==> src/rtl/trps_pkg.sv <==
package trps_pkg;

   localparam int INTERVAL_WIDTH = 11;
   localparam int NODE_WIDTH = 12;
   localparam int DIFF_WIDTH = 33;
   localparam int DIV_STEPS = 33;
   localparam int DIV_COUNT_WIDTH = 6;

   typedef struct packed {
      logic signed [31:0] elevation;
      logic signed [31:0] position;
   } trps_req_type;

   typedef struct packed {
      logic signed [31:0]     slope;
      logic [NODE_WIDTH-1:0]  node_number;
      logic                   reach_side;
      logic                   divide_fault;
      logic                   profile_done;
   } trps_rsp_type;

   typedef struct packed {
      logic signed [31:0] quotient;
      logic               fault;
   } trps_div_type;

endpackage

==> src/rtl/trps_divider.sv <==
module trps_divider #(
   parameter int FRACTION_BITS = 16
) (
   input  logic                                  clock,
   input  logic                                  reset,
   input  logic                                  start,
   input  logic signed [trps_pkg::DIFF_WIDTH-1:0] numerator,
   input  logic signed [trps_pkg::DIFF_WIDTH-1:0] denominator,
   output logic                                  done,
   output trps_pkg::trps_div_type                result
);
   import trps_pkg::*;

   localparam logic [1:0] D_IDLE = 2'd0;
   localparam logic [1:0] D_STEP = 2'd1;
   localparam logic [1:0] D_FIN  = 2'd2;

   logic [1:0]                 phase_ff, phase_in;
   logic [DIV_COUNT_WIDTH-1:0] count_ff, count_in;
   logic                       done_ff, done_in;
   logic [32:0]                rem_ff, rem_in;
   logic [32:0]                bits_ff, bits_in;
   logic [32:0]                divisor_ff, divisor_in;
   logic                       negative_ff, negative_in;
   trps_div_type               result_ff, result_in;

   logic [32:0] mag_num;
   logic [32:0] mag_den;
   logic [63:0] scaled;
   logic [33:0] trial;
   logic [33:0] diff;
   logic        ge;
   logic        start_neg;

   assign mag_num = numerator[32] ? 33'(~numerator + 33'd1) : 33'(numerator);
   assign mag_den = denominator[32] ? 33'(~denominator + 33'd1) : 33'(denominator);
   assign scaled = {31'd0, mag_num} << FRACTION_BITS;
   assign start_neg = numerator[32] ^ denominator[32];
   assign trial = {rem_ff, bits_ff[32]};
   assign diff = trial - {1'b0, divisor_ff};
   assign ge = trial >= {1'b0, divisor_ff};

   always_comb begin
      phase_in = phase_ff;
      count_in = count_ff;
      done_in = 1'b0;
      rem_in = rem_ff;
      bits_in = bits_ff;
      divisor_in = divisor_ff;
      negative_in = negative_ff;
      result_in = result_ff;
      case (phase_ff)
         D_IDLE: begin
            if (start) begin
               if (mag_den == 33'd0) begin
                  done_in = 1'b1;
                  result_in.fault = 1'b1;
                  if (mag_num == 33'd0) begin
                     result_in.quotient = 32'sd0;
                  end else if (numerator[32]) begin
                     result_in.quotient = 32'sh8000_0000;
                  end else begin
                     result_in.quotient = 32'sh7FFF_FFFF;
                  end
               end else if ({2'b00, scaled[63:33]} >= mag_den) begin
                  done_in = 1'b1;
                  result_in.fault = 1'b0;
                  result_in.quotient = start_neg ? 32'sh8000_0000 : 32'sh7FFF_FFFF;
               end else begin
                  rem_in = {2'b00, scaled[63:33]};
                  bits_in = scaled[32:0];
                  divisor_in = mag_den;
                  negative_in = start_neg;
                  count_in = DIV_COUNT_WIDTH'(DIV_STEPS);
                  phase_in = D_STEP;
               end
            end
         end
         D_STEP: begin
            rem_in = ge ? diff[32:0] : trial[32:0];
            bits_in = {bits_ff[31:0], ge};
            count_in = count_ff - DIV_COUNT_WIDTH'(1);
            if (count_ff == DIV_COUNT_WIDTH'(1)) begin
               phase_in = D_FIN;
            end
         end
         D_FIN: begin
            done_in = 1'b1;
            result_in.fault = 1'b0;
            if (!negative_ff) begin
               result_in.quotient = (bits_ff > 33'h0_7FFF_FFFF) ? 32'sh7FFF_FFFF
                                                               : $signed(bits_ff[31:0]);
            end else begin
               result_in.quotient = (bits_ff > 33'h0_8000_0000) ? 32'sh8000_0000
                                                               : $signed(32'(~bits_ff + 33'd1));
            end
            phase_in = D_IDLE;
         end
         default: begin
            phase_in = D_IDLE;
         end
      endcase
   end

   always_ff @(posedge clock) begin
      if (reset) begin
         phase_ff <= D_IDLE;
         count_ff <= '0;
         done_ff <= 1'b0;
      end else begin
         phase_ff <= phase_in;
         count_ff <= count_in;
         done_ff <= done_in;
      end
   end

   always_ff @(posedge clock) begin
      rem_ff <= rem_in;
      bits_ff <= bits_in;
      divisor_ff <= divisor_in;
      negative_ff <= negative_in;
      result_ff <= result_in;
   end

   assign done = done_ff;
   assign result = result_ff;

endmodule

==> src/rtl/two_reach_profile_slope_unit.sv <==
// A node's first word goes through the start state, the divider and the put state; the divider
// skips its steps when the spacing is zero or the quotient exceeds 33 bits, and an output stall
// delays the load. Throughput is set by the shared 33-step restoring divider: the input stalls
// until a node's last word is loaded; the first node of a profile has no slope and no stall.
// A finished word waits in the output register while the next node is accepted.
// Reset is synchronous: both interval registers return to 1, the window and the node count clear.
module two_reach_profile_slope_unit #(
   parameter int MAX_REACH_INTERVALS = 1024,
   parameter int FRACTION_BITS = 16
) (
   input  logic                                    clock,
   input  logic                                    reset,
   input  logic                                    req_valid,
   output logic                                    req_stall,
   input  trps_pkg::trps_req_type                  req_word,
   output logic                                    rsp_valid,
   input  logic                                    rsp_stall,
   output trps_pkg::trps_rsp_type                  rsp_word,
   input  logic                                    csr_we,
   input  logic                                    csr_index,
   input  logic [trps_pkg::INTERVAL_WIDTH-1:0]     csr_wdata
);
   import trps_pkg::*;

   localparam logic [1:0] S_IDLE  = 2'd0;
   localparam logic [1:0] S_START = 2'd1;
   localparam logic [1:0] S_RUN   = 2'd2;
   localparam logic [1:0] S_PUT   = 2'd3;
   localparam logic [16:0] MAX_LIMIT = 17'(MAX_REACH_INTERVALS);

   function automatic logic [12:0] clamp_intervals(input logic [INTERVAL_WIDTH-1:0] v);
      logic [12:0] r;
      if (v == '0) begin
         r = 13'd1;
      end else if ({6'd0, v} > MAX_LIMIT) begin
         r = MAX_LIMIT[12:0];
      end else begin
         r = {2'b00, v};
      end
      return r;
   endfunction

   logic [1:0]                state_ff, state_in;
   logic                      job_ff, job_in;
   logic                      has_b_ff, has_b_in;
   logic [INTERVAL_WIDTH-1:0] first_ff, second_ff;
   logic [NODE_WIDTH-1:0]     count_ff, count_in;
   logic signed [31:0]        older_elev_ff, older_pos_ff, newer_elev_ff, newer_pos_ff;
   logic signed [32:0]        num_a_ff, den_a_ff, num_b_ff, den_b_ff;
   logic [NODE_WIDTH-1:0]     node_a_ff, node_b_ff;
   logic                      side_a_ff, side_b_ff;
   logic                      rsp_valid_ff, rsp_valid_in;
   trps_rsp_type              rsp_word_ff, rsp_word_in;

   logic         accept;
   logic         load;
   logic [12:0]  junction;
   logic [12:0]  last;
   logic [12:0]  n;
   logic [12:0]  prev;
   logic         use_newer;
   logic signed [31:0] eu_a, xu_a;
   logic signed [32:0] num_a, den_a, num_b, den_b;
   logic         div_start;
   logic         div_done;
   trps_div_type div_res;

   assign junction = clamp_intervals(first_ff) + 13'd1;
   assign last = junction + clamp_intervals(second_ff);
   assign prev = {1'b0, count_ff};
   assign n = prev + 13'd1;
   assign use_newer = (prev == 13'd1) || (prev == junction);
   assign eu_a = use_newer ? newer_elev_ff : older_elev_ff;
   assign xu_a = use_newer ? newer_pos_ff : older_pos_ff;
   assign num_a = 33'(eu_a) - 33'(req_word.elevation);
   assign den_a = 33'(req_word.position) - 33'(xu_a);
   assign num_b = 33'(newer_elev_ff) - 33'(req_word.elevation);
   assign den_b = 33'(req_word.position) - 33'(newer_pos_ff);

   assign accept = req_valid && !req_stall;
   assign req_stall = (state_ff != S_IDLE);
   assign load = (state_ff == S_PUT) && (!rsp_valid_ff || !rsp_stall);
   assign div_start = (state_ff == S_START);

   trps_divider #(
      .FRACTION_BITS(FRACTION_BITS)
   ) u_divider (
      .clock(clock),
      .reset(reset),
      .start(div_start),
      .numerator(job_ff ? num_b_ff : num_a_ff),
      .denominator(job_ff ? den_b_ff : den_a_ff),
      .done(div_done),
      .result(div_res)
   );

   always_comb begin
      state_in = state_ff;
      job_in = job_ff;
      has_b_in = has_b_ff;
      count_in = count_ff;
      case (state_ff)
         S_IDLE: begin
            if (accept) begin
               has_b_in = (n == junction) || (n >= last);
               count_in = (n >= last) ? '0 : n[NODE_WIDTH-1:0];
               job_in = 1'b0;
               if (count_ff != '0) begin
                  state_in = S_START;
               end
            end
         end
         S_START: begin
            state_in = S_RUN;
         end
         S_RUN: begin
            if (div_done) begin
               state_in = S_PUT;
            end
         end
         S_PUT: begin
            if (load) begin
               if (!job_ff && has_b_ff) begin
                  job_in = 1'b1;
                  state_in = S_START;
               end else begin
                  state_in = S_IDLE;
               end
            end
         end
         default: begin
            state_in = S_IDLE;
         end
      endcase
   end

   always_comb begin
      rsp_word_in = rsp_word_ff;
      rsp_valid_in = rsp_valid_ff && rsp_stall;
      if (load) begin
         rsp_valid_in = 1'b1;
         rsp_word_in.slope = div_res.quotient;
         rsp_word_in.divide_fault = div_res.fault;
         rsp_word_in.node_number = job_ff ? node_b_ff : node_a_ff;
         rsp_word_in.reach_side = job_ff ? side_b_ff : side_a_ff;
         rsp_word_in.profile_done = job_ff && side_b_ff;
      end
   end

   always_ff @(posedge clock) begin
      if (reset) begin
         state_ff <= S_IDLE;
         job_ff <= 1'b0;
         has_b_ff <= 1'b0;
         count_ff <= '0;
         first_ff <= INTERVAL_WIDTH'(1);
         second_ff <= INTERVAL_WIDTH'(1);
         older_elev_ff <= '0;
         older_pos_ff <= '0;
         newer_elev_ff <= '0;
         newer_pos_ff <= '0;
         rsp_valid_ff <= 1'b0;
      end else begin
         state_ff <= state_in;
         job_ff <= job_in;
         has_b_ff <= has_b_in;
         count_ff <= count_in;
         rsp_valid_ff <= rsp_valid_in;
         if (csr_we) begin
            if (csr_index) begin
               second_ff <= csr_wdata;
            end else begin
               first_ff <= csr_wdata;
            end
         end
         if (accept) begin
            older_elev_ff <= newer_elev_ff;
            older_pos_ff <= newer_pos_ff;
            newer_elev_ff <= req_word.elevation;
            newer_pos_ff <= req_word.position;
         end
      end
   end

   always_ff @(posedge clock) begin
      rsp_word_ff <= rsp_word_in;
      if (accept) begin
         num_a_ff <= num_a;
         den_a_ff <= den_a;
         num_b_ff <= num_b;
         den_b_ff <= den_b;
         node_a_ff <= count_ff;
         side_a_ff <= prev >= junction;
         node_b_ff <= n[NODE_WIDTH-1:0];
         side_b_ff <= n >= last;
      end
   end

   assign rsp_valid = rsp_valid_ff;
   assign rsp_word = rsp_word_ff;

   a_done_in_run: assert property (@(posedge clock) disable iff (reset)
      div_done |-> (state_ff == S_RUN))
      else $error("divider finished outside of a running division");

   a_start_runs: assert property (@(posedge clock) disable iff (reset)
      (state_ff == S_START) |=> (state_ff == S_RUN))
      else $error("division start did not lead to a running division");

   a_second_job: assert property (@(posedge clock) disable iff (reset)
      (state_ff == S_START && job_ff) |-> has_b_ff)
      else $error("second slope started for a node that has none");

   a_done_clears: assert property (@(posedge clock) disable iff (reset)
      (load && job_ff && side_b_ff) |-> (count_ff == '0))
      else $error("profile end word issued while the node count is not cleared");

endmodule

==> config.mk <==
export PLATFORM = sky130hd
export DESIGN_NAME = two_reach_profile_slope_unit
export DESIGN_NICKNAME = d
export VERILOG_FILES = /design/src/rtl/trps_pkg.sv /design/src/rtl/trps_divider.sv /design/src/rtl/two_reach_profile_slope_unit.sv
export SDC_FILE = /design/constraint.sdc
export NUM_CORES = 1
export LEC_CHECK = 0
export BUFFER_PORTS_ARGS = -buffer_cell sky130_fd_sc_hd__buf_2
export CAP_MARGIN = 20
export CELL_PAD_IN_SITES_DETAIL_PLACEMENT = 0
export CELL_PAD_IN_SITES_GLOBAL_PLACEMENT = 1
export CORE_AREA = 2 2 339 341
export DETAILED_ROUTE_END_ITERATION = 6
export DIE_AREA = 0 0 341 343
export GPL_TIMING_DRIVEN = 0
export PLACE_DENSITY = 0.61
export SETUP_SLACK_MARGIN = 0.02
export SLEW_MARGIN = 20
export SYNTH_ARGS = -nofsm -noshare
export SYNTH_HDL_FRONTEND = slang
export SYNTH_SLANG_ARGS = --single-unit
==> constraint.sdc <==
create_clock -name clock -period 16.1 [get_ports clock]
set_clock_uncertainty 0.2 [all_clocks]
set_input_delay 1.61 -clock clock [delete_from_list [all_inputs] [get_ports clock]]
set_output_delay 1.61 -clock clock [all_outputs]
set_load 0.1 [all_outputs]
Word-level counts from Yosys, hierarchy flattened. Cells that the tools add are included.

Flip-flop bits (word level): 514. Input bits: 81. Output and inout bits: 49. Word-level logic and storage cells: 167.

$add $sub $neg: 12. Order comparisons: 8. Eq/ne operators: 19. Multiplexer cells: 56. Bitwise gates (word level): 7. Reduce and logical (&&, ||, !) cells: 32.

Operator list (number): 2-to-1 mux 33 bit (14); 2-to-1 mux 32 bit (8); case mux 33 bit (2 select lines) (3); subtractor 32 x 32 -> 33 bit (4); adder 33 x 1 -> 33 bit (second input constant) (2); zero test 33 bit (2); NOT 33 bit (2); 2-to-1 mux 11 bit (4); greater-or-equal comparator 34 x 33 -> 1 bit (1); greater-or-equal comparator 16 x 33 -> 1 bit (1); > comparator 33 x 31 -> 1 bit (second input constant) (1); > comparator 33 x 32 -> 1 bit (second input constant) (1); subtractor 33 bit (1); adder 32 x 1 -> 32 bit (second input constant) (1); NOT 32 bit (1); 2-to-1 mux 12 bit (2); > comparator 11 bit (second input constant) (2); zero test 11 bit (2); AND reduction 4 bit (5); 2-to-1 mux 6 bit (3); 2-to-1 mux 2 bit (8); adder 12 x 1 -> 13 bit (second input constant) (1); adder 13 x 1 -> 13 bit (second input constant) (1); adder 13 bit (1); other kinds (27) (63).

Depth between registers and ports, before layout.
Depth in word-level cells: 9. Mapped depth: 30. Mapped depth without buffers: 28.

Modules after synthesis. A second synthesis with hierarchy kept.

Cells, all modules: 3524. Area, all modules: 33155.5 um^2.

By module, submodules not included: two_reach_profile_slope_unit (times used 1, cells an instance 2283, area an instance 21888.5 um^2, sequential area each 9499.1 um^2); trps_divider (times used 1, cells an instance 1241, area an instance 11267.1 um^2, sequential area each 4174.0 um^2).

Worst setup path before layout. No wires, ideal clock.

Path type: flip-flop to flip-flop. Start point: register job_ff. End point: register u_divider.count_ff[4]. Library setup time: 0.215 ns. Data arrival time: 7.048 ns. Required time: 15.685 ns. Path slack: 8.637 ns. Cell stages (with the launch flop): 26. Buffers on the path: 8. Period minus slack after synthesis: 7.463 ns. Path through: dfxtp_1 > buf_2 > buf_6 > buf_6 > buf_4 > buf_4 > buf_6 > buf_4 > buf_1 > mux2i_1 > ha_1 > nor4bb_1 > o22ai_1 > nor4b_2 > a21oi_1 > xnor2_1 > ha_1 > and4_1 > a221oi_1 > nor2_1 > nor4_1 > nor2_1 > a2111oi_1 > o21ai_2 > nand2_1 > a311oi_1.

Word-level cells in the longest chain between the ends: 7. Elaborated cells on any way between the ends: 13. Those cells by class: add/sub (2); order compare (1); eq/ne (2); mux (4); bitwise (2); reduce/logical (2).

RTL lines: start: declaration (RTL line two_reach_profile_slope_unit.sv:44) `logic job_ff, job_in;`; start signal: assignment (RTL line two_reach_profile_slope_unit.sv:165) `job_ff <= job_in;`; 2-to-1 mux 33 bit, on equally long branches (RTL line two_reach_profile_slope_unit.sv:91, two_reach_profile_slope_unit.sv:92); NOT 33 bit, on equally long branches (RTL line trps_divider.sv:35, trps_divider.sv:36); adder 33 x 1 -> 33 bit, on equally long branches (RTL line trps_divider.sv:35, trps_divider.sv:36); 2-to-1 mux 33 bit, on equally long branches (RTL line trps_divider.sv:35, trps_divider.sv:36); greater-or-equal comparator 16 x 33 -> 1 bit or zero test 33 bit (tied branches) (RTL line trps_divider.sv:65, trps_divider.sv:55); != test 2 bit (no source line); AND reduction 4 bit (no source line) (*); end signal: assignment (RTL line trps_divider.sv:112) `count_ff <= count_in;`; end: declaration (RTL line trps_divider.sv:19) `logic [DIV_COUNT_WIDTH-1:0] count_ff, count_in;`.

Mark *: on every way between the ends. The rest lies on a longest branch, timed or not. A chain may end at the register's enable or synchronous reset.

Worst setup path in the final report.
Start point: register job_ff. End point: register u_divider.rem_ff[24] (enable).

Word-level cells in the longest chain between the ends: 7. Elaborated cells on any way between the ends: 13. Those cells by class: add/sub (2); order compare (1); eq/ne (2); mux (4); bitwise (2); reduce/logical (2).

RTL lines: 2-to-1 mux 33 bit, on equally long branches (RTL line two_reach_profile_slope_unit.sv:91, two_reach_profile_slope_unit.sv:92); NOT 33 bit, on equally long branches (RTL line trps_divider.sv:35, trps_divider.sv:36); adder 33 x 1 -> 33 bit, on equally long branches (RTL line trps_divider.sv:35, trps_divider.sv:36); 2-to-1 mux 33 bit, on equally long branches (RTL line trps_divider.sv:35, trps_divider.sv:36); greater-or-equal comparator 16 x 33 -> 1 bit or zero test 33 bit (tied branches) (RTL line trps_divider.sv:65, trps_divider.sv:55); != test 2 bit (no source line); AND reduction 4 bit (no source line) (*); end signal: assignment (RTL line trps_divider.sv:118) `rem_ff <= rem_in;`; end: declaration (RTL line trps_divider.sv:21) `logic [32:0] rem_ff, rem_in;`.

Marks and branches as above.

==> results.cfg <==
[worst_hold_path]
hold_path_class = register to register

[clock_network]
htree_levels = 2
root_buffer = clkbuf_16
cts_resized = 0
clock_sinks = 514
cts_buffers = 61
insertion_delay_ns = 0.69
cts_tree = yes
cts_buffer_depth = 3
hold_buffers = 0
clk_pin_slew_ns = 0.06
post_cts_buffers = 0

[final_layout]
fillCellCount = 11800
area_growth_pct = 14.3
layout_commonest_cell = nand2_1
ff_latch_area_um2 = 13700
drive_gt1_frac = 0.105
final_cell_mix = 464 x nand2_1, 372 x a21oi_1, 338 x edfxtp_1
layout.cells.non_filler = 5426
multi_input_area_um2 = 18700
nNetsFinal = 4175

[placed_design]
gp_congestion = 0.913
dp_cells = 5309
numPortBuffers = 128
hpwl_um = 86000

[setup_path]
critPathMaxStageDelay_ns = 0.82
critical-path-slowest-cell = a2111oi_1
cp_num_buf_inv = 9
r2r_slack_ns = 6.41
critPathTopFamily = buffers and inverters
startpoint_type = register
end_kind = register
crit_fanout = 42
arrival_ns = 9.82
cp.required_ns = 16.23
crit_type = register to register

[logic_synthesis]
synth_edf_count = 338
ys_seq_area_frac = 0.405
async_flop_share = 0
synth-main-ff-cell = edfxtp_1
yosysWarnings = 0
synth.distinct_cells = 99
avgSynthCellArea_um2 = 9.22
ys_ff_latch = 514
netlist_instances = 3660
netlist_area_um2 = 33800

[drt]
via_per_inst = 5.06
drt_iter0_drc = 2032
ant_nets = 0
num_vias = 27400
drc = 0
dr.pass1.iters = 6
wl_per_cell_um = 20.1
routed_wl_um = 109000

[power]
p_switching_w = 0.00246
intPower_w = 0.00355
powerDensity_nw_per_um2 = 156
power_frac_seq = 0.345
p_leak_nw = 14.6
vdd_drop_max_mv = 0.0961
swShare = 0.410
p_clk_frac = 0.235
p_comb_frac = 0.419

[global_route]
grt.total_usage = 0.183
grt_pass1_vias = 26700
grt_max_degree = 53
antenna_found_initial = 2
grt_pass1_wl_um = 166000
overflow = 0

[floorplanning]
top_level_ports = 130
die_w_um = 341
coreArea_um2 = 113000
dieArea_um2 = 117000
die_h_um = 343
rows = 124
start_util = 0.298

[sta]
tns_ns = 0
slew_headroom = 0.273
finalSetupViolCount = 0
hold_violations = 0
maxSlewViolCount = 0
fmax_ghz = 0.103
finalCritPeriodShare = 0.602
rsz0062_at_grt = false
worst_slew_pin_slew_ns = 1.09
fin_crit_ns = 9.69

[run_status]
status = finished clean

[job]
cap_viol_max_count = 0
sequential cells by signal, indices dropped and copies added (netlist names), 6 cells and up:
name                  count
num_a_ff                 33
rsp_word                 47
first_ff                 11
den_b_ff                 33
count_ff                 12
u_divider.result         33
older_pos_ff             32
u_divider.rem_ff         33
den_a_ff                 33
node_b_ff                12
num_b_ff                 33
newer_elev_ff            32
older_elev_ff            32
second_ff                11
node_a_ff                12
u_divider.divisor_ff     33
u_divider.count_ff        6
u_divider.bits_ff        33
newer_pos_ff             32
worst reg2reg max path, stage by stage (launching register included):
cell       delay [ns]
dfxtp_1          0.66
buf_2            0.41
buf_6            0.27
buf_6            0.22
buf_4            0.26
buf_4            0.27
buf_6            0.24
buf_4            0.31
buf_1            0.72
mux2i_1          0.28
ha_1             0.24
nor4bb_1         0.40
o22ai_1          0.24
nor4b_2          0.74
a21oi_1          0.19
xnor2_1          0.49
ha_1             0.35
and4_1           0.21
a221oi_1         0.30
nor2_1           0.07
nor4_1           0.33
nor2_1           0.08
a2111oi_1        0.82
o21ai_2          0.30
nand2_4          0.42
buf_16           0.30
synth_stat cells (all sizes together), types with 15 or more instances:
| cell | count | share of area |
|---|---|---|
| a21oi | 372 | 0.055 |
| and2 | 27 | 0.0050 |
| xor2 | 83 | 0.022 |
| nor4b | 15 | 0.0049 |
| nand3 | 46 | 0.0068 |
| o21a | 37 | 0.0082 |
| nor2 | 251 | 0.028 |
| o21bai | 24 | 0.0053 |
| nor3 | 84 | 0.013 |
| o31ai | 44 | 0.0099 |
| nor4 | 28 | 0.0054 |
| nand2 | 466 | 0.052 |
| a31oi | 32 | 0.0059 |
| nor3b | 26 | 0.0059 |
| dfxtp | 176 | 0.10 |
| xnor2 | 137 | 0.036 |
| mux2 | 60 | 0.020 |
| clkbuf | 102 | 0.011 |
| nand2b | 45 | 0.0083 |
| or3 | 37 | 0.0069 |
| or2 | 20 | 0.0037 |
| buf | 42 | 0.0077 |
| a211oi | 28 | 0.0062 |
| ha | 228 | 0.085 |
| edfxtp | 338 | 0.30 |
| o21ai | 184 | 0.031 |
| mux2i | 106 | 0.031 |
| inv | 215 | 0.024 |
| nand4 | 38 | 0.0072 |
| nor2b | 43 | 0.0080 |
| a21o | 70 | 0.016 |
| and3 | 26 | 0.0048 |
| o211ai | 17 | 0.0038 |
cells by family after synthesis:
| family | share of synthesized area |
|---|---|
| multiplexers | 0.0514 |
| other | 0.000111 |
| AND/OR/NAND/NOR | 0.177 |
| flip-flops | 0.405 |
| buffers and inverters | 0.0430 |
| adder cells (fa/ha/maj) | 0.0881 |
| AO/OA/AOI/OAI | 0.178 |
| XOR/XNOR | 0.0571 |
area by class of cell:
cell class	count	area share
Clock buffer	78	0.0420
Multi-Input combinational cell	2788	0.484
Buffer	144	0.0169
Antenna cell	1	0.0000648
Sequential cell	514	0.354
Timing Repair Buffer	136	0.0217
Tap cell	1512	0.0490
Clock inverter	38	0.0111
Inverter	215	0.0209
metal layers:
metal	track usage	routed length, µm	part of all wire	vias to the layer above
li1	-	-	-	13700
met1	0.252	51600	0.47	13100
met2	0.306	50300	0.46	570
met3	0.0228	4530	0.042	99
met4	0.0421	2360	0.022	2
met5	0	10	0.000092	-
per-stage QoR:
stage	worst slack, ns	total power [W]	utilization	cell area [µm²]	hold WS, ns
floorplan	8.64	0.00379	-	33800	0.200
global placement	4.65	0.00462	0.320	36300	0.203
detailed placement	6.44	0.00461	0.322	36500	0.205
CTS	6.39	0.00605	0.340	38600	0.219
global route	5.77	0.00643	0.340	38600	0.223
finish	6.41	0.00601	0.340	38600	0.218
power by group through the flow:
| stage | combinational (W) | clock [W] | sequential, W |
|---|---|---|---|
| 4_1_cts | 0.00252 | 0.00146 | 0.00207 |
| 3_3_place_gp | 0.00248 | 0 | 0.00213 |
| 3_5_place_dp | 0.00251 | 0 | 0.00210 |
| 6_report | 0.00252 | 0.00141 | 0.00208 |
| 5_1_grt | 0.00281 | 0.00151 | 0.00211 |
| 2_1_floorplan | 0.00176 | 0 | 0.00203 |
final timing paths:
path,from,endpoint,depth (start not counted)
max reg2reg,job_ff,u_divider.rem_ff[24],25
max,job_ff,u_divider.rem_ff[24],25
min reg2reg,u_divider.result[10],rsp_word[24],0
min,u_divider.result[10],rsp_word[24],0
No activity file was read; power rests on OpenSTA's default activity.
